**config.mk**
```make
export PLATFORM = sky130hd
export DESIGN_NAME = rfns_cell
export DESIGN_NICKNAME = d
export VERILOG_FILES = /design/src/hdl/rfns_pkg.sv /design/src/hdl/rfns_cell.sv
export SDC_FILE = /design/constraint.sdc
export NUM_CORES = 1
export LEC_CHECK = 0
export ABC_AREA = 1
export BUFFER_PORTS_ARGS = -buffer_cell sky130_fd_sc_hd__buf_2
export CAP_MARGIN = 10
export CORE_ASPECT_RATIO = 1.2
export CORE_MARGIN = 2
export CORE_UTILIZATION = 43
export DETAILED_ROUTE_END_ITERATION = 8
export PLACE_DENSITY_LB_ADDON = 0.3
export SLEW_MARGIN = 10
export SYNTH_ARGS = -nofsm -noshare
export SYNTH_HDL_FRONTEND = slang
export SYNTH_SLANG_ARGS = --single-unit
```
**constraint.sdc**
```tcl
create_clock -name clk -period 2.9 [get_ports clk]
set_input_delay 0.145 -clock clk [delete_from_list [all_inputs] [get_ports clk]]
set_output_delay 0.145 -clock clk [all_outputs]
set_load 0.01 [all_outputs]
```
**src/hdl/rfns_pkg.sv**
```systemverilog
// Shared types and constants for the running five-number summary unit.
// No dependencies; every other file in hdl/ imports this package.
`timescale 1ns / 1ps

package rfns_pkg;

  localparam int SAMPLE_W            = 32;
  localparam int MEDIAN_W            = 33;
  localparam int COUNT_W             = 9;
  // Wide enough to index the largest supported store (4096 entries).
  localparam int TAP_W               = 12;
  localparam int DEFAULT_STORE_DEPTH = 256;

  // Sorted positions that one result reads from the cell chain.
  typedef struct packed {
    logic [TAP_W-1:0] q1;
    logic [TAP_W-1:0] q3;
    logic [TAP_W-1:0] mid_lo;
    logic [TAP_W-1:0] mid_hi;
    logic [TAP_W-1:0] last;
  } rfns_taps_t;

  // Per-cell control from the chain controller.
  typedef struct packed {
    logic insert;
    logic occupied;
    logic tail;
  } rfns_cell_ctl_t;

endpackage

```
**src/hdl/rfns_cell.sv**
```systemverilog
// One cell of the sorted insertion chain: holds a single stored sample.
// Depends on rfns_pkg.
`timescale 1ns / 1ps

module rfns_cell (
  input  logic                                 clk,
  input  rfns_pkg::rfns_cell_ctl_t             ctl,
  input  logic signed [rfns_pkg::SAMPLE_W-1:0] sample,
  input  logic signed [rfns_pkg::SAMPLE_W-1:0] left_value,
  input  logic                                 left_greater,
  output logic signed [rfns_pkg::SAMPLE_W-1:0] value,
  output logic                                 greater
);
  import rfns_pkg::*;

  logic signed [SAMPLE_W-1:0] value_next;

  // Equal samples stay in front of the new one, so only a strictly larger
  // entry moves right.
  assign greater = ctl.occupied && (value > sample);

  always_comb begin
    value_next = value;
    if (ctl.insert) begin
      if (left_greater) begin
        value_next = left_value;
      end else if (greater || ctl.tail) begin
        value_next = sample;
      end
    end
  end

  always_ff @(posedge clk) begin
    value <= value_next;
  end

endmodule

```
==> PnR_summary.wiki, run 1 <==
{| class="wikitable"
! Metric !! Value
|-
| Maximum clock skew at final layout || 7.54 ps
|-
| Register with the most flip-flops || value
|-
| Final critical-path required period || 2460 ps
|-
| CTS H-Tree Depth || 2
|-
| Hold buffer count at cts || 0
|-
| Internal power of the cells || 0.936 mW
|-
| Delay contributed by the slowest stage of the critical path || 410 ps
|-
| RSZ-0062 raised after global routing || false
|-
| Nets || 460
|-
| Overall die width || 69.4 um
|-
| VDD IR-drop max || 0.296 mV
|-
| Library cell used as clock root buffer || sky130_fd_sc_hd__clkbuf_8
|-
| EDFF count, synth || 32
|-
| Number of failing setup endpoints in the final timing report || 0
|-
| Filler Cells Inserted || 451
|-
| Worst Setup Slack, final || 445 ps
|-
| Max Slew Vio Count || 0
|-
| Starting DRC count in detailed routing || 102
|-
| Buffers inserted during post-CTS setup optimization || 0
|-
| Final Hold Vio Count || 0
|-
| Area of the core region || 4940 sq um
|-
| Outcome || complete, no violations
|-
| Top cells by area in the synthesized netlist || sky130_fd_sc_hd__edfxtp_1 44%, sky130_fd_sc_hd__ha_1 18%, sky130_fd_sc_hd__nand2_1 11%, sky130_fd_sc_hd__o21ai_0 7.5%, sky130_fd_sc_hd__inv_1 6.5%
|-
| Register-to-register setup slack || 440 ps
|-
| Antenna viol nets, final || 0
|-
| Place WS || 388 ps
|-
| Row Count || 28
|-
| Dominant cell by count in the synthesized netlist || sky130_fd_sc_hd__nand2_1
|-
| Cell count of the worst hold path || 3
|-
| Relative contribution of sequential cells to total power || 0.447
|-
| Register clock-pin slew on the reported worst setup and hold paths || 70 ps
|-
| Full die area || 5730 sq um
|-
| Static Leak || 1.53 nW
|-
| Via count of the first global-routing pass || 1,855
|-
| Category of the most critical setup path || reg2reg
|-
| Max FO, Critical Path || 12
|-
| Effective utilization at floorplan || 0.447
|-
| Global-route wire length before repair || 7820 um
|-
| Syn Area/Cell || 8.66 sq um
|-
| Cell taking the most area after synthesis || sky130_fd_sc_hd__edfxtp_1
|-
| Cell area after layout || 2890 sq um
|-
| Weighted congestion reported at the end of routability-driven placement || 0.799
|-
| Clock network fraction of design power || 0.325
|-
| Net switching power of the design || 0.346 mW
|-
| Residual DRC || 0
|-
| Final worst-path cycle share || 0.847
|-
| Maximum number of pins on one net before global-route repair || 45
|-
| Number of instances in the placed design || 412
|-
| CTS Buffer Depth || 2
|-
| Library cell appearing most often on the critical path || sky130_fd_sc_hd__nand2_1
|-
| DRT Wirelength || 4770 um
|-
| Area added between synthesis and finish || 30.9%
|-
| Sequential area share after synthesis || 0.435
|-
| Initial antenna violation count || 0
|-
| CTS Buf Count || 5
|-
| Clock latency reported for the late side of the worst-skew pair || 280 ps
|-
| HPWL after detailed placement || 3930 um
|-
| Setup crit start kind || flip-flop
|-
| Gr ovfl total || 0
|-
| Most used flip-flop cell after synthesis || sky130_fd_sc_hd__edfxtp_1
|-
| Area after detailed placement || 2790 sq um
|-
| Setup TNS || 0 ps
|-
| Largest register FFs || 32
|-
| List of most frequent post-synthesis cells || 67 x sky130_fd_sc_hd__nand2_1, 38 x sky130_fd_sc_hd__inv_1, 33 x sky130_fd_sc_hd__o21ai_0
|-
| Count of cells along the worst register-to-register path || 11
|-
| Design Power || 1.28 mW
|-
| Wire length per cell after detailed routing || 11.4 um
|-
| Netlist area before placement || 2210 sq um
|-
| Cell with the largest stage delay on the worst path || sky130_fd_sc_hd__edfxtp_1
|-
| Post-Synthesis Net Count || 356
|-
| Count of mapped cells out of synthesis || 255
|-
| Ports || 102
|-
| Post-synth top area share || 0.435
|-
| Tightest Pin Transition || 355 ps
|-
| Worst EP required || 2890 ps
|-
| Flops & latches, synth || 32
|-
| Max transition margin || 0.763
|-
| Total number of clock tree sinks || 32
|-
| Crit path capture type || flip-flop
|-
| Fraction of power spent switching nets || 0.270
|-
| Fraction of final layout cells sized beyond drive strength 1 || 0.342
|-
| Total global routing track utilization || 0.172
|-
| Relative contribution of combinational cells to total power || 0.228
|-
| Number of I/O port buffers || 101
|-
| Max Clk Rate || 407 MHz
|-
| Final antenna diode count || 0
|-
| Power per cell area || 443 nW/um^2
|-
| DIE HEIGHT || 82.5 um
|-
| Unique masters post-synth || 23
|-
| Number of max-capacitance violations reported || 0
|-
| CTS tree || done
|-
| Worst endpoint data arrival time || 2440 ps
|-
| Number of vias in the routed layout || 1,985
|-
| Resized Gates After CTS || 0
|-
| Iteration count of the initial detailed-routing pass || 4
|-
| Via-per-instance ratio || 4.73
|-
| Top Registers || value x32
|-
| Async set or reset register ratio after synthesis || 0
|-
| Final cell count without fillers || 420
|-
| Worst hold path type || in2reg
|-
| Cells along the critical path || ha_1 > a21oi_1 > o21ai_0 > a21oi_1 > nand2_1 > nand2_1 > nand2_1 > nand2_1 > nand3_2 > a21oi_4 > buf_4
|-
| Synth warnings || 0
|}
[layout make-up]
class                   count  area, sq um  share of cell area
well taps                  60         75.1              0.0260
multi-input cells         173         1060               0.367
inverters                  43          161              0.0558
flip-flops and latches     32          961               0.332
repair buffers            104          528               0.183
clock inverters             3         37.5              0.0130
clock buffers               5         68.8              0.0238
[kinds of logic after synthesis]
family                   after synthesis  share of synthesized area
AO/OA/AOI/OAI                         51                      0.123
adder cells (fa/ha/maj)               32                      0.181
buffers and inverters                 50                     0.0884
flip-flops                            32                      0.435
multiplexers                           1                    0.00510
AND/OR/NAND/NOR                       89                      0.167
[metal layers]
metal,vias to the layer above,wire length [um],part of all wire,GRT usage
li1,1051,-,-,-
met1,848,1900,0.40,0.190
met2,69,2460,0.52,0.314
met3,17,275,0.058,0.0376
met4,0,135,0.028,0.0922
met5,-,0,0,0
[path summary, 6_finish.rpt]
kind	startpoint	endpoint
worst min register to register	value[31]$_DFFE_PP_	value[1]$_DFFE_PP_
worst max register to register	value[13]$_DFFE_PP_	value[19]$_DFFE_PP_
worst min-delay path	left_value[24]	value[24]$_DFFE_PP_
worst max-delay path	value[13]$_DFFE_PP_	value[19]$_DFFE_PP_
[power by group through the flow]
stage                     Clock, mW  Sequential, mW  Combinational, mW
final                         0.417           0.574              0.292
after global routing          0.439           0.578              0.339
after CTS                     0.424           0.574              0.299
after detailed placement          0           0.584              0.296
after global placement            0           0.582              0.289
after floorplan                   0           0.600              0.156
[cell usage in the layout, fill, tap and decap left out]
| cell type | instances |
|---|---|
| sky130_fd_sc_hd__nor2_2 | 1 |
| sky130_fd_sc_hd__edfxtp_1 | 32 |
| sky130_fd_sc_hd__clkbuf_8 | 5 |
| sky130_fd_sc_hd__mux2_2 | 1 |
| sky130_fd_sc_hd__nand3_2 | 1 |
| sky130_fd_sc_hd__nand2_2 | 3 |
| sky130_fd_sc_hd__nor3b_2 | 1 |
| sky130_fd_sc_hd__a21oi_4 | 1 |
| sky130_fd_sc_hd__buf_4 | 3 |
| sky130_fd_sc_hd__a21o_1 | 1 |
| sky130_fd_sc_hd__nand2_1 | 67 |
| sky130_fd_sc_hd__a21oi_1 | 13 |
| sky130_fd_sc_hd__nand4_1 | 1 |
| sky130_fd_sc_hd__nand3_1 | 4 |
| sky130_fd_sc_hd__bufinv_16 | 1 |
| sky130_fd_sc_hd__buf_2 | 101 |
| sky130_fd_sc_hd__clkinv_1 | 4 |
| sky130_fd_sc_hd__o21ai_0 | 33 |
| sky130_fd_sc_hd__o21a_1 | 1 |
| sky130_fd_sc_hd__inv_2 | 3 |
| sky130_fd_sc_hd__nor2_1 | 10 |
| sky130_fd_sc_hd__and3_1 | 1 |
| sky130_fd_sc_hd__inv_1 | 38 |
| sky130_fd_sc_hd__o21a_2 | 1 |
| sky130_fd_sc_hd__a21oi_2 | 1 |
| sky130_fd_sc_hd__ha_1 | 32 |
[through the flow]
stage | hold slack [ps] | util
floorplan | 332 | -
global placement | 420 | 0.564
detailed placement | 425 | 0.564
CTS | 128 | 0.585
global route | 141 | 0.585
finish | 137 | 0.585
[critical path, delay by kind of cell, from the launching register on]
kind            cells  cell delay [ps]
compound gates      4              750
fa+ha+maj           1              330
buf+inv             1              280
flops               1              410
simple gates        5              390
(Power assumes the default switching activity.)
==> run 2: changes to the inputs <==
--- a/config.mk
+++ b/config.mk
@@ -10,7 +10,7 @@
 export CAP_MARGIN = 10
 export CORE_ASPECT_RATIO = 1.2
 export CORE_MARGIN = 2
-export CORE_UTILIZATION = 43
+export CORE_UTILIZATION = 47
 export DETAILED_ROUTE_END_ITERATION = 8
 export PLACE_DENSITY_LB_ADDON = 0.3
 export SLEW_MARGIN = 10
==> constraint.sdc (replaced) <==
create_clock -name clk -period 2.42 [get_ports clk]
set_input_delay 0.121 -clock clk [delete_from_list [all_inputs] [get_ports clk]]
set_output_delay 0.121 -clock clk [all_outputs]
set_load 0.01 [all_outputs]
==> PnR_summary.wiki, run 2 (synthesized netlist as in run 1, its figures left out) <==
{| class="wikitable"
! Metric !! Value
|-
| Initial antenna violation count || 0 (unchanged)
|-
| Max FO, Critical Path || 18 (+6)
|-
| Max Slew Vio Count || 0 (unchanged)
|-
| Reg2reg end || value[16]$_DFFE_PP_
|-
| Register-to-register setup slack || 250 ps (-200 ps)
|-
| CTS Buf Count || 5 (unchanged)
|-
| Clock latency reported for the late side of the worst-skew pair || 280 ps (about the same)
|-
| Number of failing setup endpoints in the final timing report || 0 (unchanged)
|-
| Final cell count without fillers || 417 (-0.71%)
|-
| Final-layout worst hold slack || 123 ps (-13.9 ps)
|-
| Delay contributed by the slowest stage of the critical path || 390 ps (-20 ps)
|-
| Full die area || 5270 sq um (-8.1%)
|-
| Setup crit start kind || flip-flop
|-
| Area added between synthesis and finish || 31.3%
|-
| Maximum number of pins on one net before global-route repair || 39 (-13%)
|-
| Final antenna diode count || 0 (unchanged)
|-
| CTS H-Tree Depth || 2 (unchanged)
|-
| Number of max-capacitance violations reported || 0 (unchanged)
|-
| Outcome || complete, no violations
|-
| Antenna viol nets, final || 0 (unchanged)
|-
| Library cell used as clock root buffer || sky130_fd_sc_hd__clkbuf_8
|-
| Via count of the first global-routing pass || 1,883 (+1.5%)
|-
| Fraction of final layout cells sized beyond drive strength 1 || 0.348 (+0.00652)
|-
| Met3 Routed Length || 314 um (+14%)
|-
| Number of I/O port buffers || 101 (unchanged)
|-
| Row Count || 27 (-3.6%)
|-
| Worst hold path type || in2reg
|-
| Sequential cell area in the final layout || 961 sq um (unchanged)
|-
| Max transition margin || 0.720 (-0.0436)
|-
| DR WL met2 || 2350 um (-4.6%)
|-
| Cell with the largest stage delay on the worst path || sky130_fd_sc_hd__edfxtp_1
|-
| Register with the most flip-flops || value
|-
| Worst setup path endpoint || value[16]$_DFFE_PP_
|-
| Total global routing track utilization || 0.181 (+0.00881)
|-
| Total number of clock tree sinks || 32 (unchanged)
|-
| Routed metal-1 wire length || 1970 um (+3.7%)
|-
| Overall die width || 66.6 um (-4.1%)
|-
| RSZ-0062 raised after global routing || false
|-
| Worst EP required || 2410 ps (-480 ps)
|-
| Number of vias in the routed layout || 2,011 (+1.3%)
|-
| Via-per-instance ratio || 4.82 (+2.0%)
|-
| Number of buffers and inverters on the critical path || 1 (unchanged)
|-
| CP top delay family || simple AND/OR/NAND/NOR gates
|-
| Starting DRC count in detailed routing || 36 (-65%)
|-
| Area of the core region || 4560 sq um (-7.7%)
|-
| Register clock-pin slew on the reported worst setup and hold paths || 60 ps (about the same)
|-
| Gr ovfl total || 0 (unchanged)
|-
| Static Leak || 1.52 nW (-0.25%)
|-
| Filler Cells Inserted || 412 (-8.6%)
|-
| Final worst-path cycle share || 0.897 (+0.0506)
|-
| Final Hold Vio Count || 0 (unchanged)
|-
| Tightest Pin Transition || 421 ps (+65.5 ps)
|-
| Max Clk Rate || 461 MHz (+13%)
|-
| Library cell appearing most often on the critical path || sky130_fd_sc_hd__nand2_1
|-
| Design Power || 1.43 mW (+12%)
|-
| Worst endpoint data arrival time || 2160 ps (-280 ps)
|-
| Number of instances in the placed design || 410 (-0.49%)
|-
| Highest metal layer with signal wires || met4
|-
| Multi-input logic area || 1070 sq um (+1.4%)
|-
| Leading cell type in the layout, fill and taps excluded || sky130_fd_sc_hd__buf_2
|-
| CTS tree || done
|-
| Crit. Startpoint || value[5]$_DFFE_PP_
|-
| DIE HEIGHT || 79.1 um (-4.1%)
|-
| Largest register FFs || 32 (unchanged)
|-
| Wire length per cell after detailed routing || 11.2 um (-1.0%)
|-
| Count of cells along the worst register-to-register path || 13 (+2)
|-
| Reg2reg start || value[5]$_DFFE_PP_
|-
| Cells along the critical path || ha_1 > a21oi_1 > nor2_1 > nor2_1 > nand2_1 > nand2_1 > nand2_1 > nand2_1 > nand2_1 > nand2_1 > nand3_2 > a21oi_4 > buf_12
|-
| Ports || 102 (unchanged)
|-
| CTS Buffer Depth || 2 (unchanged)
|-
| Cell count of the worst hold path || 3 (unchanged)
|-
| Setup TNS || 0 ps (unchanged)
|-
| HPWL after detailed placement || 3860 um (-1.7%)
|-
| Category of the most critical setup path || reg2reg
|-
| Effective utilization at floorplan || 0.484 (+0.0372)
|-
| Power per cell area || 493 nW/um^2 (+11%)
|-
| Global-route wire length before repair || 7450 um (-4.8%)
|-
| Residual DRC || 0 (unchanged)
|-
| Most frequent cells in the layout || 101 x sky130_fd_sc_hd__buf_2, 67 x sky130_fd_sc_hd__nand2_1, 38 x sky130_fd_sc_hd__inv_1
|-
| Crit path capture type || flip-flop
|-
| VDD IR-drop max || 0.361 mV (+22%)
|-
| Weighted congestion reported at the end of routability-driven placement || 0.768 (-3.8%)
|-
| Buffers inserted during post-CTS setup optimization || 0 (unchanged)
|-
| Stages on worst setup path || 13 (+2)
|-
| Resized Gates After CTS || 0 (unchanged)
|-
| Top Registers || value x32
|-
| Final core utilization || 0.636 (+0.0506)
|-
| Iteration count of the initial detailed-routing pass || 4 (unchanged)
|-
| DRT Wirelength || 4690 um (-1.7%)
|-
| Nets || 460 (unchanged)
|-
| Final critical-path required period || 2170 ps (-284 ps)
|-
| Maximum clock skew at final layout || 6.85 ps (-0.686 ps)
|}
-- run 2: changes by cell type in the layout (fill, tap and decap cells not counted), sizes merged --
cell	change
clkinv	-1
clkbuf	+1
bufinv	-1
-- run 2: cell type report --
class	count	area share
Multi-Input combinational cell	173	0.371
Clock inverter	1	0.00173
Sequential cell	32	0.331
Tap cell	58	0.0250
Timing Repair Buffer	104	0.191
Clock buffer	6	0.0250
Inverter	43	0.0557
-- run 2: metrics by stage --
stage	area [sq um]	setup slack (ps)
floorplan	2230	8.91
global placement	2820	262
detailed placement	2820	205
CTS	2900	199
global route	2900	22.4
finish	2900	249
-- run 2: worst reg2reg max path: cells and delay by family, from the launching register on --
family / cells / cell delay [ps]
flip-flops: 1 / 390
buffers and inverters: 1 / 190
AO/OA/AOI/OAI: 2 / 360
AND/OR/NAND/NOR: 9 / 610
adder cells (fa/ha/maj): 1 / 320
-- run 2: timing repair --
item,4_1_cts,5_1_grt
endpoints found under the hold margin,0,0
endpoints found under the setup margin,0,10
hold buffers,0,0
-- run 2: worst min path at each step --
stage                        start                   to
floorplan           left_value[30]  value[30]$_DFFE_PP_
global placement    left_value[24]  value[24]$_DFFE_PP_
detailed placement  left_value[27]  value[27]$_DFFE_PP_
CTS                 left_value[27]  value[27]$_DFFE_PP_
global route        left_value[13]  value[13]$_DFFE_PP_
finish              left_value[14]  value[14]$_DFFE_PP_
-- run 2: report_power, final --
group / internal (mW) / leakage, nW / switching (mW)
combinational: 0.165 / 1.17 / 0.195
clock: 0.195 / 0.0410 / 0.187
sequential: 0.666 / 0.312 / 0.0229
-- run 2: layer usage --
metal	GRT usage	vias up
li1	-	1048
met1	0.199	895
met2	0.342	62
met3	0.0397	6
met4	0.0490	0
met5	0	-
==> run 3: changes to the inputs <==
--- a/config.mk
+++ b/config.mk
@@ -9,7 +9,7 @@
 export BUFFER_PORTS_ARGS = -buffer_cell sky130_fd_sc_hd__buf_2
 export CAP_MARGIN = 10
 export CORE_ASPECT_RATIO = 1.2
-export CORE_MARGIN = 2
+export CORE_MARGIN = 4
 export CORE_UTILIZATION = 47
 export DETAILED_ROUTE_END_ITERATION = 8
 export PLACE_DENSITY_LB_ADDON = 0.3
==> PnR_summary.wiki, run 3 (synthesized netlist as in run 1, its figures left out) <==
{| class="wikitable"
! Metric !! Value
|-
| CTS Buffer Depth || 2 (unchanged)
|-
| Final cell count without fillers || 418 (+0.24%)
|-
| Delay contributed by the slowest stage of the critical path || 400 ps (about the same)
|-
| Reg2reg end || value[18]$_DFFE_PP_
|-
| Total number of clock tree sinks || 32 (unchanged)
|-
| Iteration count of the initial detailed-routing pass || 3 (-1)
|-
| Area after detailed placement || 2810 sq um (-0.44%)
|-
| Via-per-instance ratio || 4.70 (-2.6%)
|-
| RSZ-0062 raised after global routing || false
|-
| Relative contribution of sequential cells to total power || 0.482 (about the same)
|-
| Initial antenna violation count || 0 (unchanged)
|-
| Final core utilization || 0.634 (-0.00165)
|-
| Category of the most critical setup path || reg2reg
|-
| Total global routing track utilization || 0.167 (-0.0142)
|-
| Setup crit start kind || flip-flop
|-
| Reg2reg start || value[5]$_DFFE_PP_
|-
| Worst hold path type || in2reg
|-
| Power per cell area || 493 nW/um^2 (about the same)
|-
| Fraction of final layout cells sized beyond drive strength 1 || 0.350 (+0.00181)
|-
| Library cell appearing most often on the critical path || sky130_fd_sc_hd__nand2_1
|-
| Global-route wire length before repair || 7910 um (+6.2%)
|-
| Stages on worst setup path || 13 (unchanged)
|-
| Worst setup path endpoint || value[18]$_DFFE_PP_
|-
| Ports || 102 (unchanged)
|-
| Register clock-pin slew on the reported worst setup and hold paths || 70 ps (about the same)
|-
| Number of max-capacitance violations reported || 0 (unchanged)
|-
| Nets || 460 (unchanged)
|-
| Most frequent cells in the layout || 101 x sky130_fd_sc_hd__buf_2, 67 x sky130_fd_sc_hd__nand2_1, 38 x sky130_fd_sc_hd__inv_1
|-
| Largest register FFs || 32 (unchanged)
|-
| DRT Wirelength || 4740 um (+1.1%)
|-
| Outcome || complete, no violations
|-
| Resized Gates After CTS || 0 (unchanged)
|-
| Clock latency reported for the late side of the worst-skew pair || 280 ps (about the same)
|-
| Final worst-path cycle share || 0.901 (+0.00344)
|-
| Number of buffers and inverters on the critical path || 1 (unchanged)
|-
| Relative contribution of combinational cells to total power || 0.246 (-0.006)
|-
| Number of failing setup endpoints in the final timing report || 0 (unchanged)
|-
| Row Count || 27 (unchanged)
|-
| CTS Buf Count || 5 (unchanged)
|-
| Top Registers || value x32
|-
| Number of instances in the placed design || 410 (unchanged)
|-
| Maximum clock skew at final layout || 2.42 ps (-4.43 ps)
|-
| Maximum number of pins on one net before global-route repair || 34 (-13%)
|-
| Crit. Startpoint || value[5]$_DFFE_PP_
|-
| Final Hold Vio Count || 0 (unchanged)
|-
| Full die area || 5860 sq um (+11%)
|-
| Buffers inserted during post-CTS setup optimization || 0 (unchanged)
|-
| Cell area after layout || 2890 sq um (-0.26%)
|-
| Max Slew Vio Count || 0 (unchanged)
|-
| Count of cells along the worst register-to-register path || 13 (unchanged)
|-
| HPWL after detailed placement || 3980 um (+3.1%)
|-
| Max transition margin || 0.680 (-0.0401)
|-
| Final antenna diode count || 0 (unchanged)
|-
| Hold buffer count at cts || 0 (unchanged)
|-
| Area of the core region || 4560 sq um (unchanged)
|-
| Weighted congestion reported at the end of routability-driven placement || 0.750 (-2.4%)
|-
| Final critical-path required period || 2180 ps (+8.33 ps)
|-
| Via count of the first global-routing pass || 1,922 (+2.1%)
|-
| Number of I/O port buffers || 101 (unchanged)
|-
| Leading cell type in the layout, fill and taps excluded || sky130_fd_sc_hd__buf_2
|-
| Register-to-register setup slack || 240 ps (about the same)
|-
| Fraction of power spent switching nets || 0.285 (+0.00195)
|-
| CP top delay family || simple AND/OR/NAND/NOR gates
|-
| Cell with the largest stage delay on the worst path || sky130_fd_sc_hd__edfxtp_1
|-
| Internal power of the cells || 1.02 mW (-0.51%)
|-
| Max FO, Critical Path || 24 (+6)
|-
| Gr ovfl total || 0 (unchanged)
|-
| Residual DRC || 0 (unchanged)
|-
| Worst EP required || 2400 ps (about the same)
|-
| Clock network fraction of design power || 0.271 (+0.004)
|-
| CTS tree || done
|-
| DIE HEIGHT || 83.1 um (+5.1%)
|-
| Crit path capture type || flip-flop
|-
| Starting DRC count in detailed routing || 58 (+61%)
|-
| Net switching power of the design || 0.406 mW (+0.45%)
|-
| Setup TNS || 0 ps (unchanged)
|-
| Antenna viol nets, final || 0 (unchanged)
|-
| Effective utilization at floorplan || 0.484 (unchanged)
|-
| Number of vias in the routed layout || 1,963 (-2.4%)
|-
| Tightest Pin Transition || 481 ps (+60.1 ps)
|-
| Place WS || 213 ps (+8.27 ps)
|-
| CTS H-Tree Depth || 2 (unchanged)
|-
| Max Clk Rate || 459 MHz (-0.38%)
|-
| Library cell used as clock root buffer || sky130_fd_sc_hd__clkbuf_8
|-
| VDD IR-drop max || 0.416 mV (+15%)
|-
| Register with the most flip-flops || value
|-
| Worst Setup Slack, final || 240 ps (-8.33 ps)
|-
| Worst endpoint data arrival time || 2160 ps (about the same)
|-
| Static Leak || 1.52 nW (about the same)
|-
| Area added between synthesis and finish || 31.0%
|-
| Overall die width || 70.6 um (+6.0%)
|-
| Wire length per cell after detailed routing || 11.3 um (+0.89%)
|-
| Cells along the critical path || ha_1 > a21oi_1 > nor2_1 > nor2_1 > nand2_1 > nand2_1 > nand2_1 > nand2_1 > nand2_1 > nand2_1 > nand3_2 > a21oi_4 > buf_12
|}
-- run 3: power by group through the flow --
stage / combinational, mW / clock [mW] / sequential, mW
floorplan: 0.192 / 0 / 0.719
global placement: 0.353 / 0 / 0.698
detailed placement: 0.359 / 0 / 0.700
CTS: 0.361 / 0.399 / 0.689
global route: 0.410 / 0.426 / 0.694
finish: 0.352 / 0.387 / 0.688
-- run 3: routing by layer --
metal / global-route usage / vias to the layer above / part of all wire
met5: 0 / - / 0
met4: 0.0513 / 0 / 0.013
met1: 0.197 / 845 / 0.42
li1: - / 1053 / -
met3: 0.0472 / 5 / 0.077
met2: 0.291 / 60 / 0.49
-- run 3: how the worst min path moves through the flow --
stage | from | end | slack [ps] | cells after the start
2_1_floorplan | left_value[30] | value[30]$_DFFE_PP_ | 310 | 2
3_3_place_gp | left_value[23] | value[23]$_DFFE_PP_ | 400 | 3
3_5_place_dp | left_value[21] | value[21]$_DFFE_PP_ | 400 | 3
4_1_cts | left_value[30] | value[30]$_DFFE_PP_ | 110 | 3
5_1_grt | left_value[27] | value[27]$_DFFE_PP_ | 120 | 3
6_report | left_value[27] | value[27]$_DFFE_PP_ | 120 | 3
-- run 3: through the flow --
| stage | power (mW) | hold slack (ps) |
|---|---|---|
| floorplan | 0.912 | 308 |
| global placement | 1.05 | 399 |
| detailed placement | 1.06 | 405 |
| CTS | 1.45 | 107 |
| global route | 1.53 | 115 |
| finish | 1.43 | 117 |
-- run 3: area by class of cell --
cell class                 instances  area, sq um
clock buffer                       5         68.8
clock inverter                     3         13.8
fill                             427         1670
inverter                          43          161
multi-input combinational        173         1070
sequential                        32          961
tap                               58         72.6
timing repair buffer             104          541
-- run 3: tightest hold or removal path, cell delays in order --
cell	delay (ps)
sky130_fd_sc_hd__buf_2	70
sky130_fd_sc_hd__nand2_1	40
sky130_fd_sc_hd__o21ai_0	50
